`src/assert_macros.svh`:
```
// Assertion helpers, used by wave_grid_stencil_step_unit.sv.
// With SYNTH defined, the macros expand to nothing.
`ifndef ASSERT_MACROS_SVH
`define ASSERT_MACROS_SVH

`ifndef SYNTH

// Checked on every rising edge, skipped while reset is high.
`define GSP_ASSERT_RST(lbl, clk, rst, prop, msg) \
  lbl: assert property (@(posedge clk) disable iff (rst) prop) else $error(msg);

// Checked on every rising edge.
`define GSP_ASSERT(lbl, clk, prop, msg) \
  lbl: assert property (@(posedge clk) prop) else $error(msg);

`else

`define GSP_ASSERT_RST(lbl, clk, rst, prop, msg)
`define GSP_ASSERT(lbl, clk, prop, msg)

`endif

`endif

```
`src/gsp_pkg.sv`:
```
package gsp_pkg;

  // Default grid bounds.
  localparam int DEF_MAX_ROWS = 64;
  localparam int DEF_MAX_COLS = 64;

  // Field widths.
  localparam int HW     = 24;  // height, Q12.12
  localparam int SW     = 25;  // slope
  localparam int KW     = 18;  // coefficient, Q2.16
  localparam int TW     = 32;  // time values
  localparam int GW     = 7;   // grid size registers
  localparam int IXW    = 6;   // row and column inputs
  localparam int CFG_IW = 3;
  localparam int CFG_DW = 32;

  // Operation codes.
  localparam logic [1:0] OP_TICK    = 2'd0;
  localparam logic [1:0] OP_DISTURB = 2'd1;
  localparam logic [1:0] OP_READ    = 2'd2;

  // Register indexes.
  localparam logic [CFG_IW-1:0] REG_GRID_ROWS  = 3'd0;
  localparam logic [CFG_IW-1:0] REG_GRID_COLS  = 3'd1;
  localparam logic [CFG_IW-1:0] REG_TIME_STEP  = 3'd2;
  localparam logic [CFG_IW-1:0] REG_COEF_PREV  = 3'd3;
  localparam logic [CFG_IW-1:0] REG_COEF_CTR   = 3'd4;
  localparam logic [CFG_IW-1:0] REG_COEF_NB    = 3'd5;

  // Register reset values.
  localparam logic [GW-1:0]        RST_GRID_ROWS = 7'd64;
  localparam logic [GW-1:0]        RST_GRID_COLS = 7'd64;
  localparam logic [TW-1:0]        RST_TIME_STEP = 32'd30000;
  localparam logic signed [KW-1:0] RST_COEF_PREV = -18'sd65536;
  localparam logic signed [KW-1:0] RST_COEF_CTR  = 18'sd65536;
  localparam logic signed [KW-1:0] RST_COEF_NB   = 18'sd16384;

  localparam logic signed [31:0] H_MAX = 32'sd8388607;
  localparam logic signed [31:0] H_MIN = -32'sd8388608;

  // Sequencer states.
  typedef enum logic [4:0] {
    ST_CLEAR,
    ST_IDLE,
    ST_TICK,
    ST_SW0,
    ST_SW1,
    ST_SW2,
    ST_SWM,
    ST_SWS,
    ST_SWW,
    ST_DRD,
    ST_DWR,
    ST_RD0,
    ST_RD1,
    ST_RD2,
    ST_RD3,
    ST_FIN
  } state_t;

  // Clamp a signed value to the height range.
  function automatic logic signed [HW-1:0] sat24(input logic signed [31:0] v);
    logic signed [HW-1:0] r;
    if (v > H_MAX) begin
      r = H_MAX[HW-1:0];
    end else if (v < H_MIN) begin
      r = H_MIN[HW-1:0];
    end else begin
      r = v[HW-1:0];
    end
    return r;
  endfunction

endpackage

```
`src/gsp_update.sv`:
```
module gsp_update (
  input  logic                           clk,
  input  logic signed [gsp_pkg::KW-1:0]  coef_prev,
  input  logic signed [gsp_pkg::KW-1:0]  coef_center,
  input  logic signed [gsp_pkg::KW-1:0]  coef_neighbour,
  input  logic signed [gsp_pkg::HW-1:0]  prev_h,
  input  logic signed [gsp_pkg::HW-1:0]  cur_h,
  input  logic signed [gsp_pkg::HW+1:0]  nsum,
  output logic signed [gsp_pkg::HW-1:0]  res
);
  import gsp_pkg::*;

  localparam int PW  = KW + HW;      // product of coefficient and height
  localparam int NPW = KW + HW + 2;  // product of coefficient and neighbour sum
  localparam int AW  = NPW + 2;      // sum of three products

  logic signed [PW-1:0]  p_prev;
  logic signed [PW-1:0]  p_cur;
  logic signed [NPW-1:0] p_nb;
  logic signed [AW-1:0]  acc;
  logic signed [AW-1:0]  rnd;
  logic signed [AW-17:0] q;

  // First stage: the three products.
  always_ff @(posedge clk) begin
    p_prev <= coef_prev * prev_h;
    p_cur  <= coef_center * cur_h;
    p_nb   <= coef_neighbour * nsum;
  end

  // Second stage: exact sum.
  always_ff @(posedge clk) begin
    acc <= AW'(p_prev) + AW'(p_cur) + AW'(p_nb);
  end

  // Round half up to Q12.12 and saturate.
  always_comb begin
    rnd = acc + AW'(32768);
    q   = rnd[AW-1:16];
    res = sat24(32'(q));
  end

endmodule

```
`config.mk`:
```
export PLATFORM = sky130hd
export DESIGN_NAME = gsp_update
export DESIGN_NICKNAME = d
export VERILOG_FILES = /design/src/assert_macros.svh /design/src/gsp_pkg.sv /design/src/gsp_update.sv
export SDC_FILE = /design/constraint.sdc
export NUM_CORES = 2
export LEC_CHECK = 0
export BUFFER_PORTS_ARGS = -buffer_cell sky130_fd_sc_hd__buf_2
export CORE_MARGIN = 2
export CORE_UTILIZATION = 40
export DETAILED_ROUTE_END_ITERATION = 12
export GPL_TIMING_DRIVEN = 0
export PLACE_DENSITY = 0.55
export SYNTH_ARGS = -nofsm -noshare
export SYNTH_HDL_FRONTEND = slang
export SYNTH_SLANG_ARGS = --single-unit
```
`constraint.sdc`:
```
create_clock -name clk -period 6.5 [get_ports clk]
set_input_delay 0 -clock clk [delete_from_list [all_inputs] [get_ports clk]]
set_output_delay 0 -clock clk [all_outputs]
set_load 0.05 [all_outputs]
```
==> run metrics <==
core area=132000 um^2; Synth async-reset ratio=0%; sequential share of the synthesized area=5.93%; initial DRC count=2416; final period demand of the worst path=6.38 ns; initial antenna violation count=11; Post-Syn Area=53300 um^2; Post-Route WL=152 mm; vias post-DR=38220; critical path's top delay family=adder cells; Max Fclk=157 MHz; worst skew pair latency=0.44 ns; YS warnings=0; Worst Clk Skew=0.00945 ns; mean area per synthesized cell=9.12 um^2; Setup Slack @ Placement=-1.46 ns; Buffers & Inverters on Critical Path=5; clock root buffer=clkbuf_16; flops & latches, synth=158; die height=369 um; synth-to-layout area growth=6.85%; total gr overflow=0; CP Launch Type=input pin; synth cell count leaders=inv_1, fa_1, nand2_1, and2_1, ha_1; Slew @ Worst Pin=1.05 ns; Hold Path Class=in -> reg; Slew headroom=29.1%; Worst Slack Setup Final=0.124 ns; Sink Count=158; placed cell count=7715; Worst Path Max Fanout=10; Mapped Nets=7690; crit end category=flop; post-synth top area share=50.7%; status=finished clean; synth top area cells=fa_1, inv_1, ha_1; vias in the first global route=40659; Critical Path Slowest Stage Cell=fa_1; critical path class=in -> reg; vias per inst=4.94; detailed placement HPWL=134 mm; synth unique cells=69; CP dominant cell by count=fa_1; Total GRT Usage=23.1%; row count=133; final period utilization=98.1%; CP Data Required Time=6.81 ns; share of layout cells above drive strength 1=5.62%; WL per Instance=19.6 um; total CTS buffers=17; DRT Pass-1 Iters=6; Initial Util=40.4%; GPL Wtd Cong=0.953; io pins=153; Die Area=136000 um^2; Port-buffer cells=112; Final nets=7811; Final Non-Filler Cells=7739; CTS tree=built; Final Max Tran Viols=0; Final Setup Violations=0; Max-Cap Viols=0; CTS clock-pin slew for the worst setup and hold paths=0.07 ns; Top FF cell, synth=dfxtp_1; clock buffer depth=2; Final ANT Viol Nets=0; cell count after synthesis=5848; largest net degree at the start of global routing=19; WP data arrival=6.68 ns; Synth area leader=fa_1; first-pass GRT wire length=240 mm; final routed DRC violation total=0; CTS H-tree lvls=4; most numerous cell in the Yosys netlist=inv_1; crit-path cells=buf_2 > buf_4 > nand2_1 > fa_1 > fa_1 > inv_1 > fa_1 > fa_1 > inv_1 > fa_1 > fa_1 > inv_1 > ha_1 > a21o_1 > a211oi_2 > o21ai_1 > a221o_1 > o32a_4 > a2111oi_4 > o21bai_1 > a21oi_1 > xnor2_2; final hold viol count=0; Chip Width=369 um; Worst path max stage delay=0.55 ns; EDFF count, synth=0
[flip-flops by register name (all words and copies together) (netlist names)]
register,flops
p_nb,44
p_cur,42
p_prev,42
acc,30
[area by class of cell]
| class | instances | area (um^2) |
|---|---|---|
| inverter | 1507 | 5660 |
| clock buffer | 17 | 425 |
| timing repair buffer | 117 | 606 |
| tap | 1755 | 2200 |
| multi-input combinational | 3947 | 43700 |
| fill | 13217 | 74800 |
| buffer | 221 | 1040 |
| sequential | 158 | 3160 |
| antenna | 2 | 5.00 |
| clock inverter | 15 | 163 |
[metal layers]
metal	up-vias	wire, um	global-route usage [%]
met5	-	17	0
met4	2	4270	5.38
met3	188	7680	2.01
met2	1051	71800	38.6
met1	19778	67900	32.6
li1	17201	-	-
[stage by stage]
step           util (%)  hold slack (ns)  area, um^2  TNS [ns]
4_1_cts            43.1          0.00143       56800         0
6_report           43.2           0.0214       57000         0
5_1_grt            43.2          0.00823       57000    -0.193
3_3_place_gp       42.5            0.408       56100    -25.28
2_1_floorplan         -            0.122       53300         0
3_5_place_dp       42.5            0.407       56100    -25.19
[placed cells by master, fill, tap and decap left out, types with 16 or more instances in the layout]
cell	instances
inv_1	1506
fa_1	1350
nand2_1	842
and2_1	479
ha_1	363
dfxtp_1	158
nor2_1	143
a21oi_1	129
xnor2_1	127
clkbuf_2	126
buf_2	122
o21ai_0	90
clkbuf_1	73
a21o_1	51
xor2_1	51
nand3_1	47
nand2b_1	36
o21a_1	20
nor3_1	19
and3_1	19
nand4_1	17
clkbuf_16	17
o21bai_1	16
[kinds of logic after synthesis]
| group | synth area share (%) |
|---|---|
| compound gates | 5.12 |
| xor+xnor | 2.99 |
| buf+inv | 12.3 |
| flops | 5.93 |
| mux | 0.0188 |
| fa+ha+maj | 59.2 |
| simple gates | 14.4 |
[what timing repair did]
item | 4_1_cts | 5_1_grt
setup buffers | 0 | 2
hold buffers | 3 | 0
pin swaps | 0 | 2
endpoints found under the hold margin | 2 | 0
gates resized for setup | 97 | 161
setup endpoints to repair | 26 | 25
[final timing paths]
check,startpoint,endpoint,slack (ns),cells past startpoint
setup / recovery,coef_center[3],p_cur[38],0.12,22
setup reg to reg,p_nb[6],acc[44],2.77,11
hold reg to reg,p_nb[32],acc[32],0.80,3
hold / removal,coef_neighbour[0],p_nb[0],0.02,2
Power is left out: the tool's default activity adds up to more than one toggle a clock period on the data nets, which glitch-free logic cannot reach.
